`src/rtl/core/fccm_pkg.sv`:
```
// Shared types, codes and constants of the cluster chain manager.
// Used by the controller, datapath, top level and port checker; no dependencies.
package fccm_pkg;

	localparam int LINK_W     = 28;
	localparam int STEPS_W    = 11;
	localparam int MODE_W     = 3;
	localparam int STATUS_W   = 3;
	localparam int CFG_IDX_W  = 1;
	localparam int CFG_DATA_W = 28;

	localparam int TABLE_DEPTH_DEF = 1024;

	localparam logic [LINK_W-1:0]  EOC_VALUE         = 28'h0FFFFFFF;
	localparam logic [LINK_W-1:0]  FIRST_DATA        = 28'd2;
	localparam logic [STEPS_W-1:0] CLUSTER_COUNT_RST = 11'd1024;
	localparam logic [LINK_W-1:0]  END_MARKER_RST    = 28'h0FFFFFF8;

	typedef enum logic [MODE_W-1:0] {
		MODE_WRITE    = 3'd0,
		MODE_READ     = 3'd1,
		MODE_SEEK     = 3'd2,
		MODE_SEEK_EXT = 3'd3,
		MODE_APPEND   = 3'd4,
		MODE_FREE     = 3'd5
	} mode_t;

	typedef enum logic [STATUS_W-1:0] {
		ST_OK         = 3'd0,
		ST_NO_FREE    = 3'd1,
		ST_CHAIN_END  = 3'd2,
		ST_BAD_INDEX  = 3'd3,
		ST_WALK_LIMIT = 3'd4
	} status_t;

	typedef enum logic [CFG_IDX_W-1:0] {
		CFG_CLUSTER_COUNT = 1'b0,
		CFG_END_MARKER    = 1'b1
	} cfg_idx_t;

	typedef struct packed {
		logic [MODE_W-1:0]  mode;
		logic [LINK_W-1:0]  cluster;
		logic [LINK_W-1:0]  value;
		logic [STEPS_W-1:0] steps;
	} req_t;

	typedef struct packed {
		logic [LINK_W-1:0]   result_cluster;
		logic [STEPS_W-1:0]  links_done;
		logic [STATUS_W-1:0] status;
	} rsp_t;

	// result source selects
	typedef enum logic [2:0] {
		RES_ZERO = 3'd0,
		RES_VAL  = 3'd1,
		RES_RD   = 3'd2,
		RES_CUR  = 3'd3,
		RES_FREE = 3'd4
	} res_sel_t;

	typedef enum logic [1:0] {
		LNK_ZERO  = 2'd0,
		LNK_COUNT = 2'd1,
		LNK_ONE   = 2'd2
	} lnk_sel_t;

	// table write kinds
	typedef enum logic [2:0] {
		WR_NONE     = 3'd0,
		WR_VAL_CUR  = 3'd1,
		WR_LINK_CUR = 3'd2,
		WR_EOC_FREE = 3'd3,
		WR_ZERO_CUR = 3'd4,
		WR_ZERO_CLR = 3'd5
	} wr_sel_t;

	typedef struct packed {
		logic     load;
		logic     finish;
		res_sel_t res_sel;
		lnk_sel_t lnk_sel;
		status_t  status;
		logic     rd_cur;
		wr_sel_t  wr_sel;
		logic     cur_from_rd;
		logic     cur_from_free;
		logic     links_inc;
		logic     scan_start;
		logic     scan_step;
		logic     clear_step;
	} dp_cmd_t;

	typedef struct packed {
		logic [MODE_W-1:0] mode;
		logic cur_zero;
		logic cur_ge_end;
		logic cur_ge_lim;
		logic nxt_ge_end;
		logic links_eq_steps;
		logic steps_zero;
		logic links_zero;
		logic scan_found;
		logic scan_none;
		logic clear_last;
	} dp_stat_t;

endpackage

```
`src/rtl/core/fccm_ctrl.sv`:
```
// Controller of the cluster chain manager: sequencer for clearing, walks,
// free search, allocation and chain release. Depends on fccm_pkg.
module fccm_ctrl (
	input  logic                clk,
	input  logic                arst_n,
	input  logic                start,
	output logic                busy,
	input  fccm_pkg::dp_stat_t  stat,
	output fccm_pkg::dp_cmd_t   cmd
);

	typedef enum logic [10:0] {
		S_IDLE      = 11'b000_0000_0001,
		S_CLEAR     = 11'b000_0000_0010,
		S_DISPATCH  = 11'b000_0000_0100,
		S_READ      = 11'b000_0000_1000,
		S_WALK      = 11'b000_0001_0000,
		S_WALK_RD   = 11'b000_0010_0000,
		S_SCAN      = 11'b000_0100_0000,
		S_ALLOC     = 11'b000_1000_0000,
		S_ALLOC_EOC = 11'b001_0000_0000,
		S_FREE_CHK  = 11'b010_0000_0000,
		S_FREE_RD   = 11'b100_0000_0000
	} state_t;

	// why a free search was started
	typedef enum logic [1:0] {
		PUR_HEAD   = 2'd0,
		PUR_EXTEND = 2'd1,
		PUR_APPEND = 2'd2
	} purpose_t;

	state_t   state_q, state_d;
	purpose_t purpose_q, purpose_d;

	always_ff @(posedge clk or negedge arst_n) begin
		if (!arst_n) begin
			state_q   <= S_CLEAR;
			purpose_q <= PUR_HEAD;
		end else begin
			state_q   <= state_d;
			purpose_q <= purpose_d;
		end
	end

	assign busy = state_q != S_IDLE;

	always_comb begin
		state_d   = state_q;
		purpose_d = purpose_q;
		cmd       = '0;
		case (state_q)
			S_IDLE: begin
				if (start) begin
					cmd.load = 1'b1;
					state_d  = S_DISPATCH;
				end
			end
			// sweep zeros through the table after reset
			S_CLEAR: begin
				cmd.wr_sel     = fccm_pkg::WR_ZERO_CLR;
				cmd.clear_step = 1'b1;
				if (stat.clear_last) begin
					state_d = S_IDLE;
				end
			end
			S_DISPATCH: begin
				case (stat.mode)
					fccm_pkg::MODE_WRITE: begin
						cmd.finish = 1'b1;
						state_d    = S_IDLE;
						if (stat.cur_ge_lim) begin
							cmd.status = fccm_pkg::ST_BAD_INDEX;
						end else begin
							cmd.wr_sel  = fccm_pkg::WR_VAL_CUR;
							cmd.res_sel = fccm_pkg::RES_VAL;
						end
					end
					fccm_pkg::MODE_READ: begin
						if (stat.cur_ge_lim) begin
							cmd.finish = 1'b1;
							cmd.status = fccm_pkg::ST_BAD_INDEX;
							state_d    = S_IDLE;
						end else begin
							cmd.rd_cur = 1'b1;
							state_d    = S_READ;
						end
					end
					fccm_pkg::MODE_SEEK: begin
						state_d = S_WALK;
					end
					fccm_pkg::MODE_SEEK_EXT: begin
						if (stat.cur_zero) begin
							purpose_d      = PUR_HEAD;
							cmd.scan_start = 1'b1;
							state_d        = S_SCAN;
						end else begin
							state_d = S_WALK;
						end
					end
					fccm_pkg::MODE_APPEND: begin
						if (!stat.cur_zero && stat.cur_ge_lim) begin
							cmd.finish = 1'b1;
							cmd.status = fccm_pkg::ST_BAD_INDEX;
							state_d    = S_IDLE;
						end else begin
							purpose_d      = PUR_APPEND;
							cmd.scan_start = 1'b1;
							state_d        = S_SCAN;
						end
					end
					fccm_pkg::MODE_FREE: begin
						state_d = S_FREE_CHK;
					end
					default: begin
						cmd.finish = 1'b1;
						state_d    = S_IDLE;
					end
				endcase
			end
			S_READ: begin
				cmd.finish  = 1'b1;
				cmd.res_sel = fccm_pkg::RES_RD;
				state_d     = S_IDLE;
			end
			// loop head of both seek modes
			S_WALK: begin
				cmd.res_sel = fccm_pkg::RES_CUR;
				cmd.lnk_sel = fccm_pkg::LNK_COUNT;
				if (stat.links_eq_steps) begin
					cmd.finish = 1'b1;
					state_d    = S_IDLE;
					if (stat.steps_zero && !stat.cur_ge_end && stat.cur_ge_lim) begin
						cmd.status = fccm_pkg::ST_BAD_INDEX;
					end
				end else if (stat.cur_ge_end) begin
					cmd.finish = 1'b1;
					cmd.status = fccm_pkg::ST_CHAIN_END;
					state_d    = S_IDLE;
				end else if (stat.cur_ge_lim) begin
					cmd.finish = 1'b1;
					cmd.status = stat.links_zero ? fccm_pkg::ST_BAD_INDEX
					                             : fccm_pkg::ST_WALK_LIMIT;
					state_d    = S_IDLE;
				end else begin
					cmd.rd_cur = 1'b1;
					state_d    = S_WALK_RD;
				end
			end
			S_WALK_RD: begin
				if (stat.mode == fccm_pkg::MODE_SEEK_EXT && stat.nxt_ge_end) begin
					purpose_d      = PUR_EXTEND;
					cmd.scan_start = 1'b1;
					state_d        = S_SCAN;
				end else begin
					cmd.cur_from_rd = 1'b1;
					cmd.links_inc   = 1'b1;
					state_d         = S_WALK;
				end
			end
			// lowest zero entry from index 2 upward
			S_SCAN: begin
				cmd.scan_step = 1'b1;
				if (stat.scan_found) begin
					state_d = S_ALLOC;
				end else if (stat.scan_none) begin
					cmd.finish = 1'b1;
					cmd.status = fccm_pkg::ST_NO_FREE;
					state_d    = S_IDLE;
					if (purpose_q == PUR_EXTEND) begin
						cmd.res_sel = fccm_pkg::RES_CUR;
						cmd.lnk_sel = fccm_pkg::LNK_COUNT;
					end
				end
			end
			// link the tail first, if there is one, then mark the new cluster as chain end
			S_ALLOC: begin
				if (purpose_q == PUR_EXTEND || (purpose_q == PUR_APPEND && !stat.cur_zero)) begin
					cmd.wr_sel = fccm_pkg::WR_LINK_CUR;
				end
				state_d = S_ALLOC_EOC;
			end
			S_ALLOC_EOC: begin
				cmd.wr_sel = fccm_pkg::WR_EOC_FREE;
				case (purpose_q)
					PUR_APPEND: begin
						cmd.finish  = 1'b1;
						cmd.res_sel = fccm_pkg::RES_FREE;
						cmd.lnk_sel = fccm_pkg::LNK_ONE;
						state_d     = S_IDLE;
					end
					PUR_EXTEND: begin
						cmd.cur_from_free = 1'b1;
						cmd.links_inc     = 1'b1;
						state_d           = S_WALK;
					end
					default: begin
						cmd.cur_from_free = 1'b1;
						state_d           = S_WALK;
					end
				endcase
			end
			S_FREE_CHK: begin
				cmd.res_sel = fccm_pkg::RES_CUR;
				cmd.lnk_sel = fccm_pkg::LNK_COUNT;
				if (stat.cur_zero || stat.cur_ge_end) begin
					cmd.finish = 1'b1;
					state_d    = S_IDLE;
				end else if (stat.cur_ge_lim) begin
					cmd.finish = 1'b1;
					cmd.status = stat.links_zero ? fccm_pkg::ST_BAD_INDEX
					                             : fccm_pkg::ST_WALK_LIMIT;
					state_d    = S_IDLE;
				end else begin
					cmd.rd_cur = 1'b1;
					state_d    = S_FREE_RD;
				end
			end
			// drop the entry and advance along the chain
			S_FREE_RD: begin
				cmd.wr_sel      = fccm_pkg::WR_ZERO_CUR;
				cmd.cur_from_rd = 1'b1;
				cmd.links_inc   = 1'b1;
				state_d         = S_FREE_CHK;
			end
			default: begin
				state_d = S_IDLE;
			end
		endcase
	end

endmodule

```
`config.mk`:
```
export PLATFORM = sky130hd
export DESIGN_NAME = fccm_ctrl
export DESIGN_NICKNAME = d
export VERILOG_FILES = /design/src/rtl/core/fccm_pkg.sv /design/src/rtl/core/fccm_ctrl.sv
export SDC_FILE = /design/constraint.sdc
export NUM_CORES = 1
export LEC_CHECK = 0
export BUFFER_PORTS_ARGS = -buffer_cell sky130_fd_sc_hd__buf_4
export CORE_ASPECT_RATIO = 1.75
export CORE_UTILIZATION = 40
export CTS_BUF_LIST = sky130_fd_sc_hd__clkbuf_8
export CTS_CLUSTER_SIZE = 25
export DETAILED_ROUTE_END_ITERATION = 6
export MAX_ROUTING_LAYER = met4
export PLACE_DENSITY = 0.68
export SYNTH_ARGS = -nofsm -noshare
export SYNTH_HDL_FRONTEND = slang
export SYNTH_SLANG_ARGS = --single-unit
```
`constraint.sdc`:
```
create_clock -name clk -period 5.8 [get_ports clk]
set_input_delay 0.87 -clock clk [delete_from_list [all_inputs] [get_ports clk]]
set_output_delay 0.87 -clock clk [all_outputs]
set_load 0.01 [all_outputs]
```
* After elaboration in Yosys (flattened, before gate mapping)
Cells that the tools add are included.
** Cells by class
- Equal/unequal tests :: 26
- Mux-type cells :: 67
- Reduce and logical (&&, ||, !) cells :: 16
** Operator list (number)
- $pmux W11 S10 :: 1
- $mux W11 :: 8
- $pmux W11 S5 :: 1
- $pmux W4 S6 :: 1
- $mux W1 :: 21
- $mux W7 :: 3
- $mux W9 :: 2
- $mux W3 :: 5
- $pmux W3 S5 :: 1
- $mux W2 :: 7
- $mux W4 :: 3
- $mux W6 :: 2
- $pmux W2 S2 :: 3
- $pmux W3 S4 :: 1
- $eq A11 B1 Y1 const B :: 1
- $eq A11 B10 Y1 const B :: 1
- $eq A11 B11 Y1 const B :: 1
- $eq A11 B2 Y1 const B :: 1
- $eq A11 B3 Y1 const B :: 1
- $eq A11 B4 Y1 const B :: 1
- $eq A11 B5 Y1 const B :: 1
- $eq A11 B6 Y1 const B :: 1
- $eq A11 B7 Y1 const B :: 1
- $eq A11 B8 Y1 const B :: 1
- 23 further kinds :: 40
** Storage, ports and cells
- Register bits :: 13
- Output and inout bits :: 21

* Logic depth before layout (Yosys ltp)
- Depth after elaboration :: 6
- Gate-level depth with buffers :: 7

* Worst setup path before layout
No wires, ideal clock.
- Path kind :: reg-to-output
- Start point :: reg state_q[4]
- End point :: out cmd[15] (netlist name)
- Stages on the path, launching flop included :: 6
- Path buffers :: 0
- Required time :: 4.930 ns
- Data arrival time :: 2.119 ns
- Path slack :: 2.811 ns
- Path through :: dfrtp_1 -> or4_4 -> nor4_4 -> nand2_4 -> or4_4 -> o21ai_0
** RTL lines
- start: declaration :: line fccm_ctrl.sv:33 : state_t state_q, state_d;
- start signal: assignment :: line fccm_ctrl.sv:41 : state_q <= state_d;
- end: declaration :: line fccm_ctrl.sv:9 : output fccm_pkg::dp_cmd_t cmd

==> out/metrics.cfg <==
[layout]
fillers=262
drive_gt1_share_pct=26.6
num_antenna_cells=0
nNetsFinal=201
syn2layout_area_growth_pct=29.3

[grt]
antenna_found_initial=0
grt_pass1_wl_um=5280
grt_pass1_vias=1204
grt.overflow.total=0
grt_max_degree=14
grt.total_usage_pct=23.4

[timing]
layout_min_cycle_time_ns=3.48
worst_pin_slew_ns=0.641
hold_viol=0
clock_skew_ns=0.00133
max_freq_mhz=288
tns_ns=0
maxSlewViolCount=0
slew_headroom_pct=57.0
setup_violations=0
period_share_pct=59.9
rsz0062_at_grt=false

[placement]
place_congestion=0.853
place_hpwl_um=2590
placement.io_buffers=36

[critical_path]
worstSetupPathType=register to output pin
reg2regPathDepth=6
setup.worst_path.end_class=output pin
arrival_ns=2.61
start_kind=register
crit_path_max_fanout=8
required_ns=4.93

[logic_synthesis]
synth-async-reset-ratio_pct=100
synthTopCellsByArea=dfrtp_1, nor2_1, nand2_1
synth_common_cells=nor2_1, nand2_1, dfrtp_1, nor2b_1, o21ai_0
ys_seq_elements=13
avgSynthCellArea_um2=7.43
syn_area_mm2=0.00111
seq_area_frac_synth_pct=29.3
syn_nets=166
yosys_warnings=0
synth_edf_count=0
syn_inst=150
yosysMostFrequentCell=nor2_1
yosysUniqueCellTypes=42
synth.top_cell.area_share_pct=26.9
synth_flop_cell=dfrtp_1
synth_area_leader_cell=dfrtp_1

[clock_network]
clk_latency_ns=0.24
cts_tree=yes
post_cts_buffers=0
numCtsBuffers=3
cts_hold_buf=0
cts_resized=0
cts.path.max_buffers=2
h-tree-depth=1
clk_pin_slew_ns=0.06
cts_num_sinks=13
cts-root-buf=clkbuf_8

[die]
die_area_mm2=0.00301
fp-row-count=25
die_w_um=41.9
core-area_mm2=0.00266
die_h_um=71.8
ios=37
start_util_pct=41.9

[pwr]
p_total_uw=347
vdd_drop_max_mv=0.144
powerDensity_mw_per_mm2=241
leakage_nw=0.734

[run]
maxCapViolCount=0

[outcome]
status=completed

[drt]
vias_per_cell=5.76
dr.pass1.iters=4
detail_route.iter0.violations=29
drc=0
num_vias=1216
wire_per_inst_um=15.2
totalWireLength_um=3210
ant_nets=0

[hold_path]
hp-class=input port to async pin

critical path, cell delays in order, from the launching register on:
cell      delay (ns)
dfrtp_1         0.40
or4_4           0.57
nor4_4          0.39
nand2_4         0.14
or4_4           0.47
o211ai_1        0.23
buf_4           0.16
area by class of cell:
cell class	instances	area (um^2)	area share, %
clock inverters	1	3.75	0.260
repair buffers	36	270	18.8
clock buffers	3	41.3	2.86
flip-flops and latches	13	327	22.7
inverters	6	22.5	1.56
well taps	27	33.8	2.34
multi-input cells	125	743	51.6
flip-flops by register name, indices dropped and copies added (netlist names):
name	flops
purpose_q	2
state_q	11
layout by cell type (no fill, tap or decap), drive strengths merged, types with 2 or more instances in the layout:
cell type  count
nor2b          8
o31ai          2
buf           36
or2            4
clkbuf         3
dfrtp         12
or3            2
a21oi          3
nor4           3
nand3          5
nand4          4
nand2b         3
nor4b          5
nand2         19
nor3           7
o21ai          8
inv            7
o32ai          2
and3           5
a31oi          2
o211ai         3
and2           4
or4            3
nor2          20
through the flow:
step                      setup slack (ns)  hold WS, ns  instance area [um^2]  util (%)  instances
after floorplan                       2.81        0.509                  1110         -        150
after global placement                2.65        0.565                  1400      52.5        207
after detailed placement              2.61        0.571                  1400      52.5        207
after CTS                             2.33        0.472                  1440      54.2        211
after global routing                  2.18        0.474                  1440      54.2        211
final                                 2.32        0.466                  1440      54.2        211
final timing paths:
check / end / from / slack (ns)
max: cmd[6] / state_q[4] / 2.32
min: state_q[5] / arst_n / 0.47
max reg2reg: state_q[0] / state_q[0] / 3.47
min reg2reg: purpose_q[0] / purpose_q[0] / 0.59
max in group asynchronous: state_q[1] / arst_n / 5.09
min in group clk: purpose_q[0] / purpose_q[0] / 0.59
metal layers:
| layer | vias up | part of all wire, % | GRT usage (%) |
|---|---|---|---|
| li1 | 612 | - | - |
| met1 | 556 | 39 | 22.8 |
| met2 | 40 | 55 | 43.6 |
| met3 | 8 | 3.6 | 3.02 |
| met4 | 0 | 2.5 | 12.2 |
| met5 | - | 0 | - |
kinds of logic (layout without fill, tap and decap cells):
| family | count (synthesis) | count (layout) | synth area share, % |
|---|---|---|---|
| AO/OA/AOI/OAI | 29 | 29 | 17.4 |
| AND/OR/NAND/NOR | 94 | 94 | 47.7 |
| buffers and inverters | 12 | 46 | 4.04 |
| flip-flops | 13 | 13 | 29.3 |
| XOR/XNOR | 2 | 2 | 1.57 |
power by group:
part	internal [mW]	switching [mW]
Combinational	0.0664	0.0804
Sequential	0.102	0.0179
Clock	0.0467	0.0338
(Power assumes the default switching activity.)
